File: src/bba_pkg.sv
// Shared types and constants of the bitmap block allocator.
// No dependencies; imported by every module of the block.
`timescale 1ns / 1ps
`default_nettype none
package bba_pkg;

  localparam int TOTAL_BLOCKS = 32768;
  localparam int WORD_BITS   = 32;
  localparam int MAP_WORDS   = TOTAL_BLOCKS / WORD_BITS;
  localparam int BLK_W       = $clog2(TOTAL_BLOCKS);      // block index inside the map
  localparam int WIDX_W      = $clog2(MAP_WORDS);         // word index inside the map
  localparam int BLOCK_SHIFT = 12;                        // 4096-byte blocks
  localparam int ABLK_W      = 32 - BLOCK_SHIFT;          // block index from a byte address
  localparam int LEN_W       = 16;
  localparam int CNT_W       = 16;

  localparam logic [CNT_W-1:0] MANAGED_RESET = 16'd32768;
  localparam logic [CNT_W-1:0] COUNT_RESET   = 16'd32768;
  localparam logic [31:0]      FULL_WORD     = 32'hFFFF_FFFF;

  // request codes on the input word
  localparam logic [1:0] REQ_ALLOC_ONE = 2'd0;
  localparam logic [1:0] REQ_ALLOC_RUN = 2'd1;
  localparam logic [1:0] REQ_FREE_RUN  = 2'd2;
  localparam logic [1:0] REQ_QUERY     = 2'd3;

  typedef enum logic [1:0] {
    OP_ALLOC,
    OP_FREE,
    OP_QUERY
  } op_t;

  typedef struct packed {
    logic [1:0]       req_type;
    logic [31:0]      block_address;
    logic [LEN_W-1:0] run_length;
  } req_t;

  typedef struct packed {
    logic [31:0]      result_address;
    logic             status;
    logic             is_allocated;
    logic [CNT_W-1:0] used_blocks;
  } resp_t;

  typedef struct packed {
    op_t               op;
    logic [ABLK_W-1:0] blk;
    logic [LEN_W-1:0]  want;
  } cmd_t;

  // back part status seen by the front
  typedef struct packed {
    logic clearing;
    logic take;
  } back_stat_t;

endpackage
`default_nettype wire

File: src/bba_front.sv
// Front part: accepts request words, classifies them and queues them.
// Depends on bba_pkg.
`timescale 1ns / 1ps
`default_nettype none
module bba_front
  import bba_pkg::*;
(
  input  wire logic       clk,
  input  wire logic       rst,
  input  wire logic       in_valid,
  output logic            in_stall,
  input  wire req_t       in_word,
  input  wire back_stat_t bstat,
  output logic            cmd_valid,
  output cmd_t            cmd
);

  cmd_t       q [2];
  logic       wr_ptr;
  logic       rd_ptr;
  logic [1:0] count;
  logic       push;
  logic       pop;
  cmd_t       cls;

  always_comb begin
    cls.blk  = in_word.block_address[31:BLOCK_SHIFT];
    cls.want = in_word.run_length;
    unique case (in_word.req_type)
      REQ_ALLOC_ONE: begin
        cls.op   = OP_ALLOC;
        cls.want = LEN_W'(1);
      end
      REQ_ALLOC_RUN: cls.op = OP_ALLOC;
      REQ_FREE_RUN:  cls.op = OP_FREE;
      default:       cls.op = OP_QUERY;
    endcase
  end

  assign in_stall  = (count == 2'd2) || bstat.clearing;
  assign push      = in_valid && !in_stall;
  assign pop       = bstat.take;
  assign cmd_valid = (count != 2'd0);
  assign cmd       = q[rd_ptr];

  always_ff @(posedge clk) begin
    if (push) begin
      q[wr_ptr] <= cls;
    end
  end

  always_ff @(posedge clk) begin
    if (rst) begin
      wr_ptr <= 1'b0;
      rd_ptr <= 1'b0;
      count  <= 2'd0;
    end else begin
      if (push) wr_ptr <= !wr_ptr;
      if (pop)  rd_ptr <= !rd_ptr;
      count <= count + 2'(push) - 2'(pop);
    end
  end

endmodule
`default_nettype wire

File: config.mk
export PLATFORM = sky130hd
export DESIGN_NAME = bba_front
export DESIGN_NICKNAME = d
export VERILOG_FILES = /design/src/bba_pkg.sv /design/src/bba_front.sv
export SDC_FILE = /design/constraint.sdc
export NUM_CORES = 1
export LEC_CHECK = 0
export BUFFER_PORTS_ARGS = -buffer_cell sky130_fd_sc_hd__buf_4
export CAP_MARGIN = 20
export CORE_MARGIN = 3
export CORE_UTILIZATION = 50
export DETAILED_ROUTE_END_ITERATION = 16
export PLACE_DENSITY_LB_ADDON = 0.05
export SLEW_MARGIN = 25
export SYNTH_ARGS = -nofsm -noshare
export SYNTH_HDL_FRONTEND = slang
export SYNTH_SLANG_ARGS = --single-unit
export TNS_END_PERCENT = 50
File: constraint.sdc
create_clock -name clk -period 3.7 [get_ports clk]
set_clock_uncertainty 0.15 [all_clocks]
set_input_delay 0.74 -clock clk [delete_from_list [all_inputs] [get_ports clk]]
set_output_delay 0.74 -clock clk [all_outputs]
set_load 0.02 [all_outputs]
==> flow_summary_export.csv, run 1 <==
group,metric,value,unit
outcome,outcome,"finished, final reports clean",
yosys,ys_warn_count,0,
power_and_ir_drop,leakagePower,1.612,nW
floorplan,core_area,6061,sq um
layout,area_growth,29.43,%
setup_path,end_kind,"output port",
timing,maxSlewViolCount,0,
yosys,synth_mux_area_share,16.13,%
yosys,synthXorXnorAreaFrac,0.5495,%
layout,drive_gt1_share,55.38,%
drt,via_per_inst,4.901,
setup_path,worstPathArrival,1.75,ns
layout,seqCellArea,2384,sq um
yosys,synth_nets,221,
cts,cts_root_buf,"clkbuf_8",
place,dp_hpwl,3621,um
setup_path,worst-setup-path-type,"reg -> out",
yosys,synth.distinct_cells,20,
cts,cts_resized,0,
yosys,synth_adder_area_share,0.7849,%
setup_path,r2r_start,"count[0]",
layout,nets,314,
cts,clock_latency,0.33,ns
yosys,yosys.area_share.simple,6.122,%
grt,grtUsageTotal,15.16,%
grt,grt_pass1_wl,8217,um
layout,diodes,0,
place,io_buffer_count,82,
timing,fin_setup_tns,0,ns
setup_path,crit_fanout,17,
cts,cts_hold_buf,0,
setup_path,crit_path_start_kind,"flip-flop",
cts,cts_setup_buffers,0,
drt,route.detailed.drc,0,
timing,rsz0062_at_grt,"no",
min_path,min_path_type,"reg -> reg",
cts,cts_inserted_buffers,9,
layout,nFillCells,425,
floorplan,die_h,85.85,um
timing,fmaxAchievable,378.5,MHz
layout,design_area,4126,sq um
cts,cts_sinks,81,
grt,antenna_found_initial,0,
drt,totalWireLength,5213,um
floorplan,io_pins,95,
yosys,synth_compound_area_share,0,%
drt,ant_nets,0,
yosys,ys_seq_area_share,74.73,%
drt,dr.pass1.iters,4,
cts,clock_path_buffers,2,
timing,worst_pin_slew,0.6093,ns
cts,clk_pin_slew,0.07,ns
timing,min_period,2.642,ns
min_path,min-delay-start,"count[1]",
floorplan,die_area,7370,sq um
floorplan,start_util,52.60,%
yosys,synthCells,164,
layout,multi_input_area,767.0,sq um
drt,vias,1642,
cts,cts_tree,"built",
timing,finalHoldViolations,0,
drt,drt_iter0_drc,63,
power_and_ir_drop,p_per_area,493.5,nW/um^2
setup_path,crit_required,2.81,ns
drt,avgRoutedWirePerCell,15.56,um
yosys,synth_top_family_by_area,"multiplexers",
place,postPlaceCellArea,3930,sq um
power_and_ir_drop,ir_drop,274.0,uV
timing,period_share,71.40,%
cts,htree_levels,3,
flow_run,max_cap_violations,0,
yosys,syn-cell-area,3188,sq um
timing,slew_headroom,59.28,%
grt,grt_overflow,0,
floorplan,row_count,28,
floorplan,die_x,85.85,um
grt,grt_max_degree,21,
place,gp_congestion,0.6774,
yosys,synth-seq-cells,81,
timing,setup_violations,0,
grt,grt_pass1_vias,1756,
yosys,synth_area_per_cell,19.44,sq um
## kinds of logic (layout without fill, tap and decap cells)
group                    Yosys count  count (layout)
XOR/XNOR                           2               2
adder cells (fa/ha/maj)            2               2
buffers and inverters              7             103
flip-flops                        81              81
multiplexers                      39              39
AND/OR/NAND/NOR                   33              33
## Yosys cell counts
library cell  instances  area (sq um)
and2_1                2         12.51
and2b_1               3         22.52
buf_2                 1         5.000
buf_4                 1         7.510
buf_6                 3         33.78
dfxtp_1               5         100.1
edfxtp_1             76          2282
ha_1                  2         25.02
inv_1                 2         7.510
mux2_2               19         214.0
mux2_4               20         300.3
nand2b_1              1         6.260
nand3b_2              1         11.26
nor2_1                8         30.03
nor2b_1              14         87.58
nor3_1                1         5.000
or2_2                 2         12.51
or2b_1                1         7.510
xnor2_1               1         8.760
xor2_1                1         8.760
## layer usage
layer | GRT usage [%] | part of all wire, %
met1 | 17.01 | 39
met2 | 26.62 | 54
met3 | 4.995 | 5.3
met4 | 6.043 | 1.2
met5 | 0 | 0
## through the flow
step	total power, mW	utilization (%)	std cells	setup slack [ns]	hold slack, ns
detailed placement	1.421	64.84	321	1.292	0.3612
CTS	2.064	68.08	335	1.015	0.3758
global placement	1.414	64.84	321	1.295	0.3473
floorplan	1.284	-	164	0.5277	0.3299
global route	2.129	68.08	335	0.9430	0.4136
finish	2.036	68.08	335	1.058	0.3708
## layout by cell type (no fill, tap or decap), types with 3 or more instances in the layout
master    Yosys  layout
dfxtp_1       5       4
clkbuf_8      0       9
buf_4         1      85
nor2b_1      14      14
edfxtp_1     76      76
mux2_2       19      19
mux2_4       20      20
nor2_1        8       6
and2b_1       3       3
## registers in the layout (all words and copies together) (netlist names), named ones only
name and cells:
wr_ptr 1, q 76, count 2, rd_ptr 1
## cell type report
cell class / instances / area share, %
Sequential cell: 81 / 57.76
Multi-Input combinational cell: 76 / 18.59
Timing Repair Buffer: 87 / 16.43
Clock inverter: 5 / 1.759
Inverter: 2 / 0.1819
Tap cell: 75 / 2.274
Clock buffer: 9 / 3.002
## worst max-delay path: stages (launching register included)
cell and delay, ns:
dfxtp_2 0.54, buf_4 0.34, mux2_2 0.38, buf_4 0.16
## path summary, 6_finish.rpt
path / cells after the start / slack [ns] / endpoint
max: 3 / 1.06 / cmd[15]
min: 2 / 0.37 / count[1]
max reg2reg: 4 / 1.82 / q[1][26]
min reg2reg: 2 / 0.37 / count[1]
## power breakdown
| part | internal (mW) | leakage, nW | switching, mW |
|---|---|---|---|
| registers | 1.05 | 0.740 | 0.0182 |
| logic | 0.167 | 0.772 | 0.155 |
| clock network | 0.367 | 0.100 | 0.275 |
Power figures use the tool's default switching activity.
==> run 2: changes to the inputs <==
--- a/config.mk
+++ b/config.mk
@@ -8,7 +8,7 @@
 export BUFFER_PORTS_ARGS = -buffer_cell sky130_fd_sc_hd__buf_4
 export CAP_MARGIN = 20
 export CORE_MARGIN = 3
-export CORE_UTILIZATION = 50
+export CORE_UTILIZATION = 46
 export DETAILED_ROUTE_END_ITERATION = 16
 export PLACE_DENSITY_LB_ADDON = 0.05
 export SLEW_MARGIN = 25
==> constraint.sdc (replaced) <==
create_clock -name clk -period 2.3 [get_ports clk]
set_clock_uncertainty 0.15 [all_clocks]
set_input_delay 0.46 -clock clk [delete_from_list [all_inputs] [get_ports clk]]
set_output_delay 0.46 -clock clk [all_outputs]
set_load 0.02 [all_outputs]
==> flow_summary_export.csv, run 2 (same netlist as run 1, synthesis figures left out) <==
group,metric,value,unit
floorplan,die_x,89.25,um
cts,htree_levels,3,
timing,min_period,2.128,ns
cts,clock_path_buffers,2,
drt,wl_met3,317,um
layout,final_cell_mix,"buf_4, edfxtp_1, mux2_4",
power_and_ir_drop,ir_drop,440.2,uV
drt,via_per_inst,4.833,
layout,diodes,0,
drt,ant_nets,0,
drt,totalWireLength,5214,um
drt,route.detailed.drc,0,
layout,nets,316,
grt,grt_max_degree,22,
layout,seqCellArea,2386,sq um
timing,setup_violations,0,
floorplan,die_h,89.25,um
grt,grt_pass1_vias,1641,
floorplan,core_area,6531,sq um
drt,drt_iter0_drc,75,
setup_path,crit_required,1.69,ns
cts,cts_setup_buffers,0,
setup_path,cpMostUsedCell,"buf_4",
layout,largest_registers,"q x76, count x2",
setup_path,path_cells,"buf_4, mux2_2, buf_4",
outcome,outcome,"finished, final reports clean",
place,dp_hpwl,3573,um
drt,highest_layer,"met4",
min_path,min-delay-start,"in_word[41]",
drt,dr.pass1.iters,4,
drt,vias,1648,
grt,grt_pass1_wl,7721,um
cts,cts_root_buf,"clkbuf_8",
place,gp_congestion,0.6483,
cts,cts_tree,"built",
place,io_buffer_count,82,
power_and_ir_drop,p_per_area,777.9,nW/um^2
min_path,min_path_type,"in -> reg",
place,place_ws,0.2527,ns
layout,area_growth,29.36,%
grt,antenna_found_initial,0,
cts,clk_pin_slew,0.08,ns
timing,layout_setup_ws,0.1722,ns
flow_run,max_cap_violations,0,
setup_path,rrSetupSlack,0.49,ns
power_and_ir_drop,leakagePower,1.610,nW
layout,largest-register,"q",
timing,finalHoldViolations,0,
cts,cts_sinks,81,
setup_path,worst-setup-path-type,"reg -> out",
floorplan,io_pins,95,
floorplan,die_area,7966,sq um
setup_path,slowest_delay,0.44,ns
layout,nFillCells,506,
min_path,hold_depth,1,
timing,maxSlewViolCount,0,
setup_path,crit_path_start_kind,"flip-flop",
setup_path,crit_fanout,10,
setup_path,worstPathArrival,1.52,ns
cts,cts_inserted_buffers,9,
layout,drive_gt1_share,56.06,%
layout,final_common_cell,"buf_4",
layout,multi_input_area,767.0,sq um
setup_path,crit_slowest_cell,"dfxtp_4",
drt,wl_met2,2735,um
floorplan,start_util,48.81,%
cts,clock_latency,0.33,ns
setup_path,r2r-end,"count[1]",
grt,grt_overflow,0,
setup_path,r2r_start,"count[0]",
timing,period_share,92.51,%
layout,largest_reg_flops,76,
timing,slew_headroom,79.87,%
timing,worst_pin_slew,0.3019,ns
drt,wl_met1,2101,um
drt,avgRoutedWirePerCell,15.29,um
setup_path,reg2regPathDepth,8,
setup_path,end_kind,"output port",
grt,grtUsageTotal,13.55,%
timing,rsz0062_at_grt,"no",
timing,fmaxAchievable,470.0,MHz
floorplan,row_count,29,
timing,fin_setup_tns,0,ns
min_path,hold_path_end,"q[1][29]",
==> run 2: cell types whose count changed in the layout (fill, tap and decap cells not counted) <==
cell	change
dfxtp_2	-1
clkinv_2	+1
dfxtp_4	+1
buf_4	+3
bufinv_16	-1
clkinvlp_4	+2
clkinv_1	-1
buf_12	-1
clkbuf_1	+1
==> run 2: worst max-delay path, delay by kind of cell, from the launching register on <==
kind / cells / cell delay, ns
mux: 1 / 0.36
buf+inv: 2 / 0.39
flops: 1 / 0.44
==> run 2: power by group <==
part / internal (mW) / total [mW] / switching (mW) / leakage (nW)
combinational: 0.269 / 0.517 / 0.248 / 0.780
clock: 0.494 / 0.968 / 0.473 / 0.0897
sequential: 1.70 / 1.72 / 0.0274 / 0.741
==> run 2: worst max-delay path by stage <==
| stage | endpoint | slack [ns] | cells past startpoint |
|---|---|---|---|
| 6_report | cmd[8] | 0.17 | 3 |
| 5_1_grt | cmd[15] | 0.08 | 3 |
| 4_1_cts | cmd[8] | 0.05 | 3 |
| 3_5_place_dp | count[1] | 0.25 | 8 |
| 3_3_place_gp | count[1] | 0.28 | 8 |
| 2_1_floorplan | q[0][0] | -0.59 | 2 |
==> run 2: timing repair <==
action	CTS	global route
endpoints found under the setup margin	0	7
hold endpoints to repair	0	0
resized for setup	0	1
hold buffers	0	0
==> run 2: routing by layer <==
metal	track usage, %	up-vias
li1	-	804
met1	14.73	791
met2	23.11	48
met3	4.516	5
met4	7.713	0
met5	0	-
==> run 2: final cells by class <==
type                    count  share of cell area (%)
inverters                   2                  0.1820
multi-input cells          76                   18.60
flip-flops and latches     81                   57.86
clock inverters             6                   1.426
well taps                  77                   2.336
repair buffers             89                   16.50
clock buffers              10                   3.095
==> run 2: through the flow <==
stage / hold WS, ns / utilization (%) / total power [mW] / std cells / area (sq um)
after floorplan: 0.3299 / - / 2.066 / 164 / 3188
after global placement: 0.3473 / 60.25 / 2.278 / 325 / 3935
after detailed placement: 0.3516 / 60.25 / 2.284 / 325 / 3935
after CTS: 0.1322 / 63.10 / 3.254 / 341 / 4121
after global routing: 0.1225 / 63.14 / 3.360 / 341 / 4124
final: 0.1517 / 63.14 / 3.208 / 341 / 4124
==> run 3: changes to the inputs <==
==> constraint.sdc (replaced) <==
create_clock -name clk -period 1.8 [get_ports clk]
set_clock_uncertainty 0.15 [all_clocks]
set_input_delay 0.36 -clock clk [delete_from_list [all_inputs] [get_ports clk]]
set_output_delay 0.36 -clock clk [all_outputs]
set_load 0.02 [all_outputs]
==> flow_summary_export.csv, run 3 (same netlist as run 1, synthesis figures left out) <==
group,metric,value,unit
outcome,outcome,"finished, violations left",
outcome,violations,"negative setup slack",
layout,largest_registers,"q x76, count x2",
timing,period_share,108.4,%
grt,grt_pass1_wl,8307,um
layout,final_common_cell,"edfxtp_1",
floorplan,io_pins,95,
layout,seqCellArea,2387,sq um
layout,drive_gt1_share,58.74,%
cts,htree_levels,3,
timing,setup_violations,38,
min_path,min_path_type,"in -> reg",
drt,vias,1695,
grt,grtUsageTotal,14.39,%
floorplan,die_h,89.25,um
setup_path,crit_fanout,14,
drt,drt_iter0_drc,58,
grt,antenna_found_initial,0,
setup_path,rrSetupSlack,0.12,ns
setup_path,worstPathArrival,1.44,ns
timing,worst_pin_slew,0.1857,ns
layout,diodes,0,
layout,nFillCells,455,
grt,met2_usage,24.98,%
setup_path,end_kind,"output port",
place,dp_hpwl,3579,um
drt,ant_nets,0,
grt,grt_pass1_vias,1784,
layout,finish.utilization,69.48,%
drt,route.detailed.drc,0,
place,gp_congestion,0.6461,
timing,fmaxAchievable,512.5,MHz
layout,area_growth,42.35,%
drt,totalWireLength,5535,um
cts,cts_sinks,81,
setup_path,crit_required,1.29,ns
layout,largest-register,"q",
floorplan,core_area,6531,sq um
timing,layout_setup_ws,-0.1513,ns
floorplan,die_area,7966,sq um
cts,cts_inserted_buffers,9,
floorplan,die_x,89.25,um
layout,design_area,4538,sq um
floorplan,row_count,29,
setup_path,worst-setup-path-type,"reg -> out",
cts,cts_hold_buf,0,
cts,clock_path_buffers,2,
power_and_ir_drop,p_per_area,1001,nW/um^2
cts,clk_pin_slew,0.08,ns
setup_path,r2r_start,"count[0]",
timing,maxSlewViolCount,0,
layout,largest_reg_flops,76,
power_and_ir_drop,ir_drop,510.3,uV
floorplan,start_util,48.81,%
place,place_ws,-0.03130,ns
timing,min_period,1.951,ns
timing,slew_headroom,87.53,%
cts,cts_setup_buffers,0,
grt,grt_max_degree,23,
timing,rsz0062_at_grt,"yes",
drt,dr.pass1.iters,2,
drt,avgRoutedWirePerCell,16.00,um
place,postPlaceCellArea,3995,sq um
timing,finalHoldViolations,0,
cts,cts_tree,"built",
grt,grt_use_met3,4.147,%
grt,grt_overflow,0,
layout,multi_input_area,847.1,sq um
cts,cts_root_buf,"clkbuf_8",
place,io_buffer_count,82,
flow_run,max_cap_violations,0,
setup_path,crit_path_start_kind,"flip-flop",
cts,clock_latency,0.33,ns
layout,final_cell_mix,"edfxtp_1, buf_4, mux2_4, buf_6, nor2b_1",
min_path,min-delay-start,"in_word[34]",
grt,busiest_layer,"met2",
power_and_ir_drop,leakagePower,1.812,nW
grt,use_met1,15.69,%
drt,via_per_inst,4.899,
layout,nets,322,
-- run 3: final cells by class --
class,count,share of cell area [%]
multi-input combinational,76,18.67
clock buffer,9,2.730
tap,77,2.123
sequential,81,52.61
inverter,2,0.1654
timing repair buffer,95,21.34
clock inverter,6,2.371
-- run 3: metrics by stage --
stage	hold slack, ns	cells	power, mW	setup TNS, ns
after floorplan	0.2816	164	2.639	-28.50
after global placement	0.3447	328	2.926	0
after detailed placement	0.3557	328	2.939	-0.03130
after CTS	0.03069	344	4.507	-4.837
after global routing	0.02255	346	4.741	-7.105
final	0.05397	346	4.543	-5.048
-- run 3: critical path: stages (launching register included) --
cell and delay (ns):
dfxtp_4 0.47, buf_16 0.19, mux2_4 0.31, buf_6 0.13
-- run 3: path summary, 6_finish.rpt --
kind | endpoint | depth (start not counted)
worst max-delay path | cmd[27] | 3
worst min-delay path | q[0][22] | 1
worst max register to register | count[1] | 8
worst min register to register | flip-flop | 2
-- run 3: where the power goes --
part           switching, mW  internal, mW  total, mW
Combinational          0.358         0.474      0.831
Clock                  0.596         0.908       1.50
Sequential            0.0390          2.17       2.21
-- run 3: timing repair --
item | 4_1_cts | 5_1_grt
cloned | 1 | 2
endpoints found under the setup margin | 38 | 39
gates resized for setup | 27 | 36
-- run 3: routing by layer --
layer,routed length (um),share of wire (%)
met5,0,0
met4,85,1.5
met3,335,6.1
met2,2930,53
met1,2183,39
